===== config.mk =====
export PLATFORM = sky130hd
export DESIGN_NAME = fpl_scaler
export DESIGN_NICKNAME = d
export VERILOG_FILES = /design/src/design/fpl_pkg.sv /design/src/design/fpl_scaler.sv
export SDC_FILE = /design/constraint.sdc
export NUM_CORES = 2
export LEC_CHECK = 0
export BUFFER_PORTS_ARGS = -buffer_cell sky130_fd_sc_hd__buf_2
export CORE_ASPECT_RATIO = 0.75
export CORE_MARGIN = 2
export CORE_UTILIZATION = 60
export DETAILED_ROUTE_END_ITERATION = 16
export GPL_TIMING_DRIVEN = 0
export HOLD_SLACK_MARGIN = 0.12
export PLACE_DENSITY = 0.87
export SYNTH_ARGS = -nofsm -noshare
export SYNTH_HDL_FRONTEND = slang
export SYNTH_SLANG_ARGS = --single-unit

===== constraint.sdc =====
create_clock -name clk_i -period 11.2 [get_ports clk_i]
set_clock_uncertainty 0.05 [all_clocks]
set_input_delay 2.8 -clock clk_i [delete_from_list [all_inputs] [get_ports clk_i]]
set_output_delay 2.8 -clock clk_i [all_outputs]
set_load 0.1 [all_outputs]

===== src/design/fpl_pkg.sv =====
// Shared types, widths and reset values for the five-point Laplacian stream.
// No dependencies; every other design file imports this package.
`timescale 1ns / 1ps

package fpl_pkg;

  // Field widths fixed by the interface.
  localparam int SAMPLE_W     = 32;
  localparam int CFG_WIDTH_W  = 9;
  localparam int CFG_HEIGHT_W = 13;
  localparam int INV_W        = 32;
  localparam int CFG_IDX_W    = 2;
  localparam int CFG_DATA_W   = 32;
  localparam int CELL_X_W     = 8;
  localparam int CELL_Y_W     = 12;

  // Default patch limits.
  localparam int DEF_MAX_WIDTH  = 256;
  localparam int DEF_MAX_HEIGHT = 4096;

  // Register reset values.
  localparam logic [CFG_WIDTH_W-1:0]  RST_PATCH_WIDTH  = 9'd8;
  localparam logic [CFG_HEIGHT_W-1:0] RST_PATCH_HEIGHT = 13'd8;
  localparam logic [INV_W-1:0]        RST_INV_SPACING  = 32'd65536;

  // Stencil window: one cell per padded column, three columns wide.
  localparam int NUM_CELLS = 3;

  // Arithmetic widths. The stencil sum needs two bits above a sample plus sign.
  localparam int SUM_W    = SAMPLE_W + 3;
  localparam int FRAC_W   = 16;
  localparam int LO_W     = 17;
  localparam int HI_W     = SUM_W - LO_W;
  localparam int PP_LO_W  = LO_W + INV_W;
  localparam int PP_HI_W  = HI_W + INV_W + 1;
  localparam int PROD_W   = PP_HI_W + LO_W;

  localparam logic [SAMPLE_W-1:0] SAT_MAX = 32'h7FFF_FFFF;
  localparam logic [SAMPLE_W-1:0] SAT_MIN = 32'h8000_0000;

  typedef enum logic [CFG_IDX_W-1:0] {
    CFG_PATCH_WIDTH    = 2'd0,
    CFG_PATCH_HEIGHT   = 2'd1,
    CFG_INV_SPACING_SQ = 2'd2
  } cfg_idx_e;

  // One padded column of the stencil: row above, middle row, current row.
  typedef struct packed {
    logic signed [SAMPLE_W-1:0] up;
    logic signed [SAMPLE_W-1:0] mid;
    logic signed [SAMPLE_W-1:0] down;
  } column_t;

  // Coordinates and end marker that travel with a result.
  typedef struct packed {
    logic                last;
    logic [CELL_X_W-1:0] x;
    logic [CELL_Y_W-1:0] y;
  } cell_tag_t;

  // Pipeline advance strobes handed to the scaler.
  typedef struct packed {
    logic load_sum;
    logic load_prod;
    logic load_out;
  } scale_ctrl_t;

endpackage


===== src/design/fpl_scaler.sv =====
// Scales the stencil sum by the reciprocal spacing, floors and saturates.
// Depends on fpl_pkg; three register stages split the wide multiply.
`timescale 1ns / 1ps

module fpl_scaler
  import fpl_pkg::*;
(
  input  logic                      clk_i,
  input  scale_ctrl_t               ctrl_i,
  input  logic signed [SUM_W-1:0]   sum_i,
  input  logic [INV_W-1:0]          inv_i,
  output logic [SAMPLE_W-1:0]       result_o
);

  logic signed [SUM_W-1:0]   sum_q;
  logic [LO_W-1:0]           lo;
  logic signed [HI_W-1:0]    hi;
  logic signed [INV_W:0]     inv_s;
  logic [PP_LO_W-1:0]        pp_lo_d, pp_lo_q;
  logic signed [PP_HI_W-1:0] pp_hi_d, pp_hi_q;
  logic [PROD_W-1:0]         prod;
  logic [PROD_W-FRAC_W-SAMPLE_W:0] top;
  logic [SAMPLE_W-1:0]       result_d, result_q;

  // Sum split into an unsigned low part and a signed high part.
  assign lo      = sum_q[LO_W-1:0];
  assign hi      = sum_q[SUM_W-1:LO_W];
  assign inv_s   = $signed({1'b0, inv_i});
  assign pp_lo_d = lo * inv_i;
  assign pp_hi_d = hi * inv_s;

  // Exact product; an arithmetic shift by the fraction width floors it.
  assign prod = {pp_hi_q, {LO_W{1'b0}}} + {{(PROD_W-PP_LO_W){1'b0}}, pp_lo_q};
  assign top  = prod[PROD_W-1:FRAC_W+SAMPLE_W-1];

  always_comb begin
    if ((&top) || !(|top)) begin
      result_d = prod[FRAC_W+SAMPLE_W-1:FRAC_W];
    end else begin
      result_d = prod[PROD_W-1] ? SAT_MIN : SAT_MAX;
    end
  end

  always_ff @(posedge clk_i) begin
    if (ctrl_i.load_sum) begin
      sum_q <= sum_i;
    end
    if (ctrl_i.load_prod) begin
      pp_lo_q <= pp_lo_d;
      pp_hi_q <= pp_hi_d;
    end
    if (ctrl_i.load_out) begin
      result_q <= result_d;
    end
  end

  assign result_o = result_q;

endmodule


==> impl_results.html <==
<table>
<tr><th>Metric</th><th>Value</th></tr>
<tr><th colspan="2">Route</th></tr>
<tr><td>Antenna Nets Post-Route</td><td>0</td></tr>
<tr><td>DRT Pass-1 Iters</td><td>6</td></tr>
<tr><td>Routed via count divided by cell count</td><td>slightly below 6</td></tr>
<tr><td>Number of DRC markers in iteration 0</td><td>3837</td></tr>
<tr><td>Routed length per placed instance</td><td>roughly 23 µm</td></tr>
<tr><td>Routed wire length</td><td>~130 mm</td></tr>
<tr><td>Via count of the routed design</td><td>34.1k</td></tr>
<tr><td>Residual DRC</td><td>0</td></tr>
<tr><th colspan="2">Synthesis</th></tr>
<tr><td>Distinct cell type count after synthesis</td><td>88</td></tr>
<tr><td>Top cell type by total area after synthesis</td><td>fa_1</td></tr>
<tr><td>Area of the mapped netlist</td><td>roughly 43000 µm²</td></tr>
<tr><td>Share of the synthesized area in the top cell type</td><td>0.431</td></tr>
<tr><td>Number of nets produced by synthesis</td><td>between 5k and 6k</td></tr>
<tr><td>Number of flops mapped to enable cells by yosys</td><td>151</td></tr>
<tr><td>Synth top area cells</td><td>fa_1, edfxtp_1, inv_1, ha_1, and2_1</td></tr>
<tr><td>Number of instances in the synthesized netlist</td><td>about 4.7k</td></tr>
<tr><td>Share of cell area taken by muxes after synthesis</td><td>0.00145</td></tr>
<tr><td>Post-Synth Simple-Gate Area</td><td>0.162</td></tr>
<tr><td>Xor/xnor share of the synthesized area</td><td>0.0228</td></tr>
<tr><td>Count of state elements after synthesis</td><td>between 150 and 200</td></tr>
<tr><td>Flip-flop cell with the highest count after synthesis</td><td>edfxtp_1</td></tr>
<tr><td>Ys async rst share</td><td>0</td></tr>
<tr><td>Post-synthesis compound-gate area fraction</td><td>0.0676</td></tr>
<tr><td>Largest family of logic cells by synthesized area</td><td>adder cells</td></tr>
<tr><td>Count of warnings emitted by yosys</td><td>0</td></tr>
<tr><td>Arithmetic-cell share of the synthesized area counting full adders, half adders and majority gates</td><td>0.522</td></tr>
<tr><td>Average cell area after synthesis</td><td>9.21 µm²</td></tr>
<tr><td>Share of synthesized area occupied by flip-flops and latches</td><td>0.105</td></tr>
<tr><th colspan="2">Critical path</th></tr>
<tr><td>Critical path type</td><td>in -&gt; reg</td></tr>
<tr><td>Category of the worst setup path capture point</td><td>register</td></tr>
<tr><td>Reg2Reg Launch Point</td><td>sum_q[27]$_DFFE_PP_</td></tr>
<tr><td>Worst Setup Start Kind</td><td>input pin</td></tr>
<tr><td>Worst Path Max Fanout</td><td>10</td></tr>
<tr><td>Required time of the critical path</td><td>between 10000 and 15000 ps</td></tr>
<tr><td>CP Data Arrival Time</td><td>about 11000 ps</td></tr>
<tr><td>CP startpoint</td><td>inv_i[14]</td></tr>
<tr><th colspan="2">Clocking</th></tr>
<tr><td>Number of buffers inserted by hold repair at cts</td><td>0</td></tr>
<tr><td>Post-CTS clock slew at the launch and capture registers of the worst setup and hold paths</td><td>about 70 ps</td></tr>
<tr><td>Number of buffers inserted to repair setup after CTS</td><td>0</td></tr>
<tr><td>Max H-tree Level</td><td>4</td></tr>
<tr><td>Clock Tree Root</td><td>clkbuf_16</td></tr>
<tr><td>Clock tree from TritonCTS</td><td>built</td></tr>
<tr><td>TritonCTS buffer count</td><td>17</td></tr>
<tr><td>Clock insertion delay at the later pin of the skew report</td><td>~540 ps</td></tr>
<tr><td>Total clock sinks</td><td>between 150 and 200</td></tr>
<tr><td>Post-cts repair resize count</td><td>0</td></tr>
<tr><td>Buffers from clock root to sink, at most</td><td>2</td></tr>
<tr><th colspan="2">Global route</th></tr>
<tr><td>Maximum number of pins on one net before global-route repair</td><td>between 70 and 80</td></tr>
<tr><td>Initial antenna violation count</td><td>17</td></tr>
<tr><td>Number of global-route vias before repair</td><td>around 35k</td></tr>
<tr><td>First-pass GRT wire length</td><td>approximately 200 mm</td></tr>
<tr><td>Global-route congestion overflow total</td><td>0</td></tr>
<tr><td>Overall routing resource usage</td><td>0.376</td></tr>
<tr><th colspan="2">Placement</th></tr>
<tr><td>DP HPWL</td><td>about 110 mm</td></tr>
<tr><td>Port bufs</td><td>between 90 and 100</td></tr>
<tr><td>RD Place Congestion</td><td>1.03</td></tr>
<tr><th colspan="2">Timing</th></tr>
<tr><td>Unrepaired setup endpoints after global routing</td><td>no</td></tr>
<tr><td>Minimum period implied by the final worst setup slack</td><td>roughly 11000 ps</td></tr>
<tr><td>Maximum clock frequency</td><td>roughly 93 MHz</td></tr>
<tr><td>Final period util</td><td>0.958</td></tr>
<tr><td>Setup Total Neg Slack</td><td>0 ps</td></tr>
<tr><td>Transition at the pin with the smallest max-transition slack</td><td>1140 ps</td></tr>
<tr><td>Rel. slew slack</td><td>0.239</td></tr>
<tr><td>Count of final max-slew check failures</td><td>0</td></tr>
<tr><td>Setup violation total in the final timing report</td><td>0</td></tr>
<tr><td>Hold violation count in the final report</td><td>0</td></tr>
<tr><th colspan="2">Flow run</th></tr>
<tr><td>Max capacitance violation total</td><td>0</td></tr>
<tr><th colspan="2">Layout</th></tr>
<tr><td>Top library cells by usage in the layout, fill and taps aside</td><td>inv_1, fa_1, nand2_1, and2_1, ha_1</td></tr>
<tr><td>Commonest non-fill, non-tap cell in the layout</td><td>inv_1</td></tr>
<tr><td>Fraction of layout cells with a size suffix above 1</td><td>0.0462</td></tr>
<tr><td>Area growth from synthesis to final layout</td><td>5.45%</td></tr>
<tr><td>Nets</td><td>6108</td></tr>
<tr><th colspan="2">Hold path</th></tr>
<tr><td>Class of the most critical hold timing path</td><td>reg -&gt; reg</td></tr>
<tr><td>Hold path startpoint</td><td>pp_lo_q[16]$_DFFE_PP_</td></tr>
<tr><th colspan="2">Floorplan</th></tr>
<tr><td>Vertical die dimension</td><td>236 µm</td></tr>
<tr><td>Area of the die</td><td>74000 µm²</td></tr>
<tr><td>Area of the core</td><td>approximately 71000 µm²</td></tr>
<tr><td>Number of standard-cell rows in the floorplan</td><td>85</td></tr>
<tr><td>Horiz. Die Dim</td><td>around 310 µm</td></tr>
<tr><td>Boundary Pins</td><td>103</td></tr>
<tr><td>Starting Density</td><td>0.603</td></tr>
<tr><th colspan="2">Status</th></tr>
<tr><td>Status</td><td>complete, no violations</td></tr>
</table>
worst max-delay path: stages:
cell and delay (ps):
buf_2 320, clkbuf_1 860, nand2_1 190, fa_1 600, fa_1 490, fa_1 550
inv_1 60, fa_1 500, fa_1 490, inv_1 50, fa_1 500, inv_1 50
ha_1 380, and4_1 280, nand3_1 100, a2111oi_0 670, o211ai_1 190, a31oi_1 700
a41oi_1 290, a211oi_1 320, nor3_1 130, o21ai_0 260, xnor2_1 120
kinds of logic after synthesis:
logic type | count (synthesis)
xor+xnor | 112
compound gates | 393
flops | 151
simple gates | 1439
mux | 5
fa+ha+maj | 1242
buf+inv | 1339
final cells by class:
| class | count | area [µm²] |
|---|---|---|
| clock buffers | 17 | 425 |
| diodes | 20 | 50.0 |
| fillers | 5777 | 26000 |
| inverters | 1099 | 4130 |
| plain buffers | 240 | 981 |
| well taps | 957 | 1200 |
| flip-flops and latches | 151 | 4530 |
| clock inverters | 15 | 174 |
| multi-input cells | 3191 | 33500 |
| repair buffers | 95 | 500 |
state kept, by name, summed over array words and instances (netlist names):
| name | count |
|---|---|
| sum_q | 35 |
| result_o | 32 |
| pp_lo_q | 33 |
| pp_hi_q | 51 |
synth_stat cells, drive strengths merged (19+ instances only):
library cell / count
inv: 1099
fa: 928
nand2: 723
and2: 438
ha: 314
clkbuf: 214
edfxtp: 151
a21oi: 117
nor2: 91
xnor2: 66
a21o: 57
o21ai: 53
xor2: 46
nand2b: 45
o221ai: 29
nand3: 27
nand4: 27
buf: 26
o211ai: 21
and3: 20
nor3: 19
stage by stage:
| stage | instances | util | setup slack [ps] | instance area, µm² | hold WS [ps] |
|---|---|---|---|---|---|
| floorplan | 4681 | - | 2270 | 43100 | 535 |
| global placement | 5732 | 0.626 | 477 | 44800 | 609 |
| detailed placement | 5733 | 0.627 | 300 | 44800 | 631 |
| CTS | 5765 | 0.635 | 847 | 45400 | 644 |
| global route | 5771 | 0.635 | 374 | 45400 | 709 |
| finish | 5785 | 0.636 | 473 | 45400 | 635 |
layer usage:
layer / GRT usage / share of wire
met5: 0.0117 / 0.00098
met4: 0.173 / 0.053
met3: 0.175 / 0.17
met2: 0.515 / 0.41
met1: 0.504 / 0.37
worst paths after layout:
kind | endpoint | slack, ps | cells after the start
setup reg to reg | pp_hi_q[50]$_DFFE_PP_ | 2650 | 24
hold / removal | result_o[0]$_DFFE_PP_ | 640 | 2
hold reg to reg | result_o[0]$_DFFE_PP_ | 640 | 2
setup / recovery | pp_hi_q[50]$_DFFE_PP_ | 470 | 23
Power is not shown: default switching activity piles up to over one toggle a cycle in this logic, so the estimate is an artifact.
