### src/design/fpl_pkg.sv
// Shared types, widths and reset values for the five-point Laplacian stream.
// No dependencies; every other design file imports this package.
`timescale 1ns / 1ps

package fpl_pkg;

  // Field widths fixed by the interface.
  localparam int SAMPLE_W     = 32;
  localparam int CFG_WIDTH_W  = 9;
  localparam int CFG_HEIGHT_W = 13;
  localparam int INV_W        = 32;
  localparam int CFG_IDX_W    = 2;
  localparam int CFG_DATA_W   = 32;
  localparam int CELL_X_W     = 8;
  localparam int CELL_Y_W     = 12;

  // Default patch limits.
  localparam int DEF_MAX_WIDTH  = 256;
  localparam int DEF_MAX_HEIGHT = 4096;

  // Register reset values.
  localparam logic [CFG_WIDTH_W-1:0]  RST_PATCH_WIDTH  = 9'd8;
  localparam logic [CFG_HEIGHT_W-1:0] RST_PATCH_HEIGHT = 13'd8;
  localparam logic [INV_W-1:0]        RST_INV_SPACING  = 32'd65536;

  // Stencil window: one cell per padded column, three columns wide.
  localparam int NUM_CELLS = 3;

  // Arithmetic widths. The stencil sum needs two bits above a sample plus sign.
  localparam int SUM_W    = SAMPLE_W + 3;
  localparam int FRAC_W   = 16;
  localparam int LO_W     = 17;
  localparam int HI_W     = SUM_W - LO_W;
  localparam int PP_LO_W  = LO_W + INV_W;
  localparam int PP_HI_W  = HI_W + INV_W + 1;
  localparam int PROD_W   = PP_HI_W + LO_W;

  localparam logic [SAMPLE_W-1:0] SAT_MAX = 32'h7FFF_FFFF;
  localparam logic [SAMPLE_W-1:0] SAT_MIN = 32'h8000_0000;

  typedef enum logic [CFG_IDX_W-1:0] {
    CFG_PATCH_WIDTH    = 2'd0,
    CFG_PATCH_HEIGHT   = 2'd1,
    CFG_INV_SPACING_SQ = 2'd2
  } cfg_idx_e;

  // One padded column of the stencil: row above, middle row, current row.
  typedef struct packed {
    logic signed [SAMPLE_W-1:0] up;
    logic signed [SAMPLE_W-1:0] mid;
    logic signed [SAMPLE_W-1:0] down;
  } column_t;

  // Coordinates and end marker that travel with a result.
  typedef struct packed {
    logic                last;
    logic [CELL_X_W-1:0] x;
    logic [CELL_Y_W-1:0] y;
  } cell_tag_t;

  // Pipeline advance strobes handed to the scaler.
  typedef struct packed {
    logic load_sum;
    logic load_prod;
    logic load_out;
  } scale_ctrl_t;

endpackage

### src/design/fpl_column_cell.sv
// One window cell: holds a padded column of the stencil and passes it on.
// Depends on fpl_pkg for column_t and sample width.
`timescale 1ns / 1ps

module fpl_column_cell
  import fpl_pkg::*;
(
  input  logic                      clk_i,
  input  logic                      rst_ni,
  input  logic                      shift_i,
  input  column_t                   col_i,
  output column_t                   col_o,
  output logic signed [SAMPLE_W:0]  vert_o
);

  column_t col_q, col_d;

  assign col_d = shift_i ? col_i : col_q;

  always_ff @(posedge clk_i or negedge rst_ni) begin
    if (!rst_ni) begin
      col_q <= '0;
    end else begin
      col_q <= col_d;
    end
  end

  // Vertical pair of this column, used when the cell sits at the centre.
  assign vert_o = (SAMPLE_W+1)'(col_q.up) + (SAMPLE_W+1)'(col_q.down);
  assign col_o  = col_q;

endmodule

### config.mk
export PLATFORM = sky130hd
export DESIGN_NAME = fpl_column_cell
export DESIGN_NICKNAME = d
export VERILOG_FILES = /design/src/design/fpl_pkg.sv /design/src/design/fpl_column_cell.sv
export SDC_FILE = /design/constraint.sdc
export NUM_CORES = 1
export LEC_CHECK = 0
export BUFFER_PORTS_ARGS = -buffer_cell sky130_fd_sc_hd__buf_2
export CORE_AREA = 3 3 120 122
export DETAILED_ROUTE_END_ITERATION = 16
export DIE_AREA = 0 0 123 125
export GPL_TIMING_DRIVEN = 0
export PLACE_DENSITY = 0.7
export SLEW_MARGIN = 10
export SYNTH_ARGS = -nofsm -noshare
export SYNTH_HDL_FRONTEND = slang
export SYNTH_SLANG_ARGS = --single-unit
### constraint.sdc
create_clock -name clk_i -period 2.72 [get_ports clk_i]
set_input_delay 0.544 -clock clk_i [delete_from_list [all_inputs] [get_ports clk_i]]
set_output_delay 0.544 -clock clk_i [all_outputs]
set_load 0.01 [all_outputs]
==> summary.txt, run 1 <==
Clock tree
  – TritonCTS clock tree: done
  – Sink Count: 96
  – Clk_lat worst skew: 0.36 ns
  – CTS buffer count: 9
  – CTS max path bufs: 2
  – H-tree depth: 3
  – Clock transition at the registers of the reported paths: about 0.07 ns
  – CTS root buffer: clkbuf_16

Power
  – P_int: 3.418 mW
  – Lkg Pwr: roughly 3.8 nW
  – Power share of the clock group: a little under a quarter
  – Tot Pwr: 5.367 mW
  – Switch share: a little over a third
  – Reg power frac: 31.6%
  – Pwr dens: ~670 nW/µm²
  – Max VDD drop: 0.0004243 V
  – Sw Pwr: between 1.5 and 2 mW
  – Logic pwr share: 45.5%

Setup path
  – R2r setup slk: between 1.5 and 2 ns
  – CP arrival: 2.88 ns
  – Crit-path max FO: 5
  – Startpoint types: register
  – Critical Setup Path Class: reg2out
  – Req. time, crit path: 2.18 ns
  – Worst setup EP type: output pin

Timing
  – Slew @ Worst Pin: 0.7507 ns
  – Fin worst setup slack: -0.6991 ns
  – Final-report max-slew violation count: 0
  – Crit share post-route: 125.7%
  – Rel. slew slack: about 50%
  – F_max: 292.5 MHz
  – RSZ-0062 raised after global routing: yes
  – Count of final hold-check violations: 0
  – Final worst path period need: roughly 3.4 ns
  – Worst clock skew: 0 ns
  – Setup violators final: 28

Synthesis
  – Mapped Area: 5296 µm²
  – Ys flop type: dfrtp_1
  – Mapped Nets: slightly below 600
  – Mapped Cells: between 400 and 500
  – Count of different cell masters after synthesis: 50
  – #FFs+latches synth: 96
  – Post-synth EDFFs: 0
  – Sequential share of the synthesized area: a little under half
  – Yosys warning count: 0
  – Ys async rst share: 100.0%
  – Average size of a mapped cell: 11.77 µm²

GRT
  – Largest net degree at the start of global routing: 65
  – Vias in the first global route: between 4000 and 5000
  – GRT Total Usage: just over 20%
  – Initial antenna violation count: 1
  – First-pass GRT wire length: 25170 µm
  – Remaining Overflow, GRT: 0

Status
  – Failing checks: setup timing
  – Status: complete, but fails checks

Floorplanning
  – Rows: 42
  – Ports: approximately 230
  – Core ar.: 13300 µm²
  – Die ar.: about 15000 µm²
  – Initial core utilization: 39.84%
  – Die X: 123 µm
  – Die height: 125 µm

Finish
  – Layout cells sized above 1: 64.45%
  – Ant. Diodes: 0
  – Largest register FFs: 96
  – Layout area overhead: 51.57%
  – Commonest non-fill, non-tap cell in the layout: buf_2
  – Most frequent cells in the layout: 225 x buf_2, 96 x mux2_2, 92 x dfrtp_1
  – Layout Nets: slightly below 900

Route
  – Antenna Nets Post-Route: 0
  – Routed len/inst: 18.07 µm
  – DRT Pass-1 Iters: 4
  – DR vias: 4788
  – First DRT Iteration DRCs: 174
  – DRT Wirelength: 16750 µm
  – Routed vias/inst: 5.165
  – DRC violations left: 0

Place
  – Hpwl dp: 11520 µm
  – DP Worst Slack: -0.5331 ns
  – Global placer's final weighted congestion: 0.8738
  – # port buffers: between 200 and 250

Hold path
  – Hold WC Path Type: in2async

Job
  – Max-cap viol count: 0
timing repair:
| item | 4_1_cts | 5_1_grt |
|---|---|---|
| setup endpoints to repair | 26 | 27 |
| buffers inserted | 34 | 30 |
| gates cloned | 0 | 0 |
| gates resized for setup | 52 | 56 |
| pin swaps | 33 | 55 |
| hold buffers | 0 | 0 |
worst paths after layout:
check / end / from / cells past startpoint
max: vert_o[29] / col_o[12] / 10
min: col_o[72] / rst_ni / 1
max reg2reg: col_o[16] / col_o[16] / 3
min reg2reg: col_o[41] / col_o[41] / 1
max in group asynchronous: col_o[1] / rst_ni / 2
min in group clk_i: col_o[50] / col_i[50] / 2
logic make-up after synthesis:
family | after synthesis | share of synthesized area (%)
buffers and inverters | 30 | 2.315
adders and majority gates | 33 | 7.938
and+or+nand+nor | 73 | 6.803
DFF | 96 | 45.36
xor gates and xnor gates | 27 | 4.465
AOI/OAI and AO/OA | 94 | 12.52
muxes | 97 | 20.60
final cells by class:
type	count	area, µm²
fillers	1059	5268
multi-input cells	324	3326
flip-flops and latches	96	2407
repair buffers	290	1687
clock buffers	10	229.0
well taps	176	220.2
clock inverters	6	57.56
plain buffers	12	52.55
inverters	13	48.80
stage by stage:
| step | std cells | area (µm²) | util (%) | TNS (ns) | hold WS [ns] |
|---|---|---|---|---|---|
| finish | 927 | 8028 | 60.38 | -12.45 | 0.1328 |
| global route | 927 | 8028 | 60.38 | -15.32 | 0.1615 |
| CTS | 903 | 7552 | 56.80 | -10.47 | 0.1419 |
| detailed placement | 853 | 6710 | 50.47 | -4.575 | 0.4901 |
| global placement | 852 | 6680 | 50.24 | -4.263 | 0.4851 |
| floorplan | 450 | 5329 | - | -0.1811 | 0.2484 |
worst max-delay path, stage by stage, from the launching register on:
cell and delay [ns]:
dfrtp_1 0.43, ha_4 0.29, a21oi_2 0.23, o21ai_1 0.17, a221oi_4 0.31, o31ai_4 0.15, buf_4 0.16, a21o_1 0.18
a311oi_2 0.29, xnor2_1 0.15, buf_2 0.15
power by group through the flow:
stage / registers, mW / clock network, mW / logic (mW)
finish: 1.70 / 1.23 / 2.44
global route: 1.72 / 1.32 / 2.62
CTS: 1.69 / 1.26 / 2.10
detailed placement: 1.71 / 0 / 1.80
global placement: 1.70 / 0 / 1.76
floorplan: 1.76 / 0 / 1.06
cells in the mapped netlist, types with 2 or more instances:
cell type | count | share of area, %
a311oi_2 | 2 | 0.57
nor2b_1 | 3 | 0.35
o31ai_1 | 2 | 0.28
nand3_1 | 7 | 0.66
o21a_1 | 3 | 0.43
dfrtp_1 | 96 | 45
nor2_1 | 22 | 1.6
or2_2 | 2 | 0.24
o21ai_1 | 3 | 0.28
ha_1 | 32 | 7.6
buf_1 | 5 | 0.35
nand2_1 | 18 | 1.3
o311ai_0 | 2 | 0.33
o21bai_1 | 2 | 0.28
inv_1 | 13 | 0.92
a21oi_1 | 31 | 2.9
and3_1 | 2 | 0.24
nand2b_1 | 2 | 0.24
xnor2_1 | 18 | 3.0
buf_2 | 2 | 0.19
nand4_1 | 4 | 0.47
nor3_1 | 7 | 0.66
or3_1 | 2 | 0.24
o21ai_0 | 11 | 1.0
a211o_1 | 3 | 0.50
clkbuf_1 | 9 | 0.64
xor2_1 | 9 | 1.5
a21o_1 | 12 | 1.7
mux2_2 | 96 | 20
o211ai_1 | 7 | 0.99
a31oi_1 | 4 | 0.47
layer usage:
layer,track usage [%],wire length [µm],vias up
met3,6.594,1210,21
met5,0,18,-
met4,6.450,314,2
li1,-,-,2235
met1,24.31,6568,2362
met2,35.86,8637,168
Power figures use the tool's default switching activity.
==> run 2: changes to the inputs <==
Settings changed: ABC_AREA from default to 1, CORE_AREA 3 3 120 122 to 3 3 127 129, DIE_AREA 0 0 123 125 to 0 0 130 132, PLACE_DENSITY 0.7 to 0.69.
==> run 2 against run 1 <==
The run now ends clean. Register-to-register slack is essentially flat. Worst setup slack gained 0.71 ns. Wire length grew 2.7%. Combinational power shrank 9.8%. Die area grew 12%. Critical path type unchanged. Largest power group unchanged.
==> summary.txt, run 2 <==
Route
  – Routed vias/inst: 4.736
  – First DRT Iteration DRCs: between 150 and 200
  – DRC violations left: 0
  – DRT Wirelength: between 15000 and 20000 µm
  – Antenna Nets Post-Route: 0
  – Routed len/inst: 14.65 µm
  – DR vias: 5560
  – DRT Pass-1 Iters: 4

Clock tree
  – Clock transition at the registers of the reported paths: 0.08 ns
  – # hold bufs at CTS: 0
  – Clk_lat worst skew: 0.36 ns
  – TritonCTS clock tree: done
  – CTS root buffer: clkbuf_16
  – H-tree depth: 3
  – CTS buffer count: 9
  – CTS max path bufs: 2
  – Sink Count: 96

Synthesis
  – Mapped Cells: 726
  – Area leader, netlist: dfrtp_1
  – Synth top area share: around two fifths
  – Mapped Nets: approximately 860
  – Most common cell in the netlist: nand2_1
  – Post-synth EDFFs: 0
  – Count of different cell masters after synthesis: 19
  – Main area contributors after synthesis: dfrtp_1 40%, mux2_2 18%, nand2_1 16%, inv_1 7.7%, ha_1 6.7%
  – Ys async rst share: 100.0%
  – Mapped Area: 5976 µm²
  – Ys flop type: dfrtp_1
  – Yosys warning count: 0
  – Most instantiated cells after synthesis: 251 x nand2_1, 123 x inv_1, 96 x dfrtp_1, 96 x mux2_2, 40 x nor2_1
  – #FFs+latches synth: 96
  – Sequential share of the synthesized area: 40.20%
  – Average size of a mapped cell: approximately 8.2 µm²

Floorplanning
  – Die height: 132 µm
  – Core ar.: around 15000 µm²
  – Initial core utilization: 39.45%
  – Ports: 228
  – Rows: 45
  – Die X: 130 µm
  – Die ar.: 17160 µm²

Setup path
  – Crit-path max FO: 3
  – CP arrival: 2.17 ns
  – CP endpoint: vert_o[22]
  – Req. time, crit path: 2.18 ns
  – Worst r2r src: col_o[0]
  – Worst setup EP type: output pin
  – Setup crit start: col_o[0]
  – Startpoint types: register
  – R2r setup slk: 1.67 ns
  – Critical Setup Path Class: reg2out
  – Reg2Reg Capture Point: col_o[0]
  – Reg2reg path depth: 3

Place
  – # port buffers: 226
  – Global placer's final weighted congestion: 0.8968
  – Hpwl dp: 13390 µm
  – DP Worst Slack: 0.04160 ns
  – Dpl cell area: about 7400 µm²

Hold path
  – Hold WC Path Type: in2async

GRT
  – Remaining Overflow, GRT: 0
  – Largest net degree at the start of global routing: 53
  – First-pass GRT wire length: 26970 µm
  – GRT Total Usage: 19.75%
  – Initial antenna violation count: 0
  – Vias in the first global route: 5512

Finish
  – Multi-input gate area: about 3700 µm²
  – Largest register FFs: 96
  – Layout area overhead: 41.08%
  – Commonest non-fill, non-tap cell in the layout: buf_2
  – Most frequent cells in the layout: 230 x buf_2, 219 x nand2_1, 120 x inv_1
  – Ant. Diodes: 0
  – Layout cells sized above 1: 48.68%
  – Reg area: approximately 2400 µm²
  – Fillers: 1402
  – Layout Nets: 1114
  – Final instance area: 8431 µm²

Timing
  – Rel. slew slack: 59.39%
  – F_max: 369.1 MHz
  – Count of final hold-check violations: 0
  – Crit share post-route: between 90% and 100%
  – Setup violators final: 0
  – Fin worst setup slack: ~0.011 ns
  – Final worst path period need: 2.709 ns
  – Worst clock skew: 0 ns
  – Final-report max-slew violation count: 0
  – RSZ-0062 raised after global routing: yes
  – Slew @ Worst Pin: a little over 0.6 ns

Status
  – Status: finished, final reports clean

Power
  – Max VDD drop: 0.0002978 V
  – Pwr dens: about 610 nW/µm²
  – Lkg Pwr: 4.582 nW

Job
  – Max-cap viol count: 0
-- run 2: cell count changes after synthesis, moves of 5 or more --
cell      delta
nand2_1    +233
inv_1      +110
nand3_1     +19
nor2_1      +18
xnor2_1     -16
a21o_1      -11
a21oi_1     -11
o21ai_0     -11
clkbuf_1     -9
o211ai_1     -7
buf_1        -5
buf_2        +5
nand2_2      +5
-- run 2: worst min-delay path by stage --
stage	startpoint	end	slack [ns]	depth (start not counted)
after global placement	col_o[62]	col_o[62]	0.49	1
after CTS	rst_ni	col_o[10]	0.20	1
final	rst_ni	col_o[10]	0.18	1
after floorplan	rst_ni	col_o[0]	0.25	0
after detailed placement	col_o[42]	col_o[42]	0.49	1
after global routing	rst_ni	col_o[10]	0.23	1
-- run 2: kinds of logic (layout without fill, tap and decap cells) --
| logic type | Yosys count | in the layout | synth area share [%] |
|---|---|---|---|
| fa+ha+maj | 33 | 33 | 7.035 |
| simple gates | 330 | 330 | 21.73 |
| flops | 96 | 96 | 40.20 |
| xor+xnor | 15 | 15 | 2.199 |
| buf+inv | 134 | 394 | 8.815 |
| compound gates | 22 | 22 | 1.926 |
| mux | 96 | 96 | 18.09 |
-- run 2: stage by stage --
stage / utilization [%] / cells / hold WS, ns / total power, mW / TNS (ns)
2_1_floorplan: - / 726 / 0.2484 / 2.842 / 0
3_3_place_gp: 48.48 / 1140 / 0.4851 / 3.546 / 0
3_5_place_dp: 48.67 / 1141 / 0.4894 / 3.573 / 0
4_1_cts: 51.78 / 1162 / 0.2012 / 4.931 / -0.04751
5_1_grt: 55.66 / 1174 / 0.2278 / 5.512 / -0.7783
6_report: 55.66 / 1174 / 0.1798 / 5.158 / 0
-- run 2: repair_timing --
| action | 4_1_cts | 5_1_grt |
|---|---|---|
| setup endpoints to repair | 20 | 24 |
| pin swaps | 11 | 15 |
| setup buffers | 6 | 12 |
| resized for setup | 34 | 102 |
-- run 2: final cells by class --
type / count / area share [%]
inverters: 123 / 5.476
flip-flops and latches: 96 / 28.55
repair buffers: 245 / 15.52
plain buffers: 11 / 0.7717
clock inverters: 6 / 0.6827
well taps: 188 / 2.790
clock buffers: 9 / 2.671
multi-input cells: 496 / 43.53
-- run 2: routing by layer --
layer	global-route usage [%]	share of wire, %	up-vias
li1	-	-	2785
met1	24.97	43	2579
met2	33.01	49	183
met3	5.794	7.3	13
met4	4.965	1.1	0
met5	0	0	-
-- run 2: where the power goes --
part,switching (mW),internal (mW)
registers,0.138,1.57
logic,1.24,0.958
clock network,0.608,0.640
-- run 2: critical path, stage by stage, from the launching register on --
cell and delay [ns]:
dfrtp_1 0.42, ha_4 0.19, fa_2 0.35, nand2_2 0.10, nand2_4 0.07, nand3_2 0.07, nand2_2 0.07, nand2_2 0.08
nand2_4 0.09, nand2_2 0.09, nand2_1 0.05, nand2_1 0.05, nand2_1 0.05, buf_2 0.14
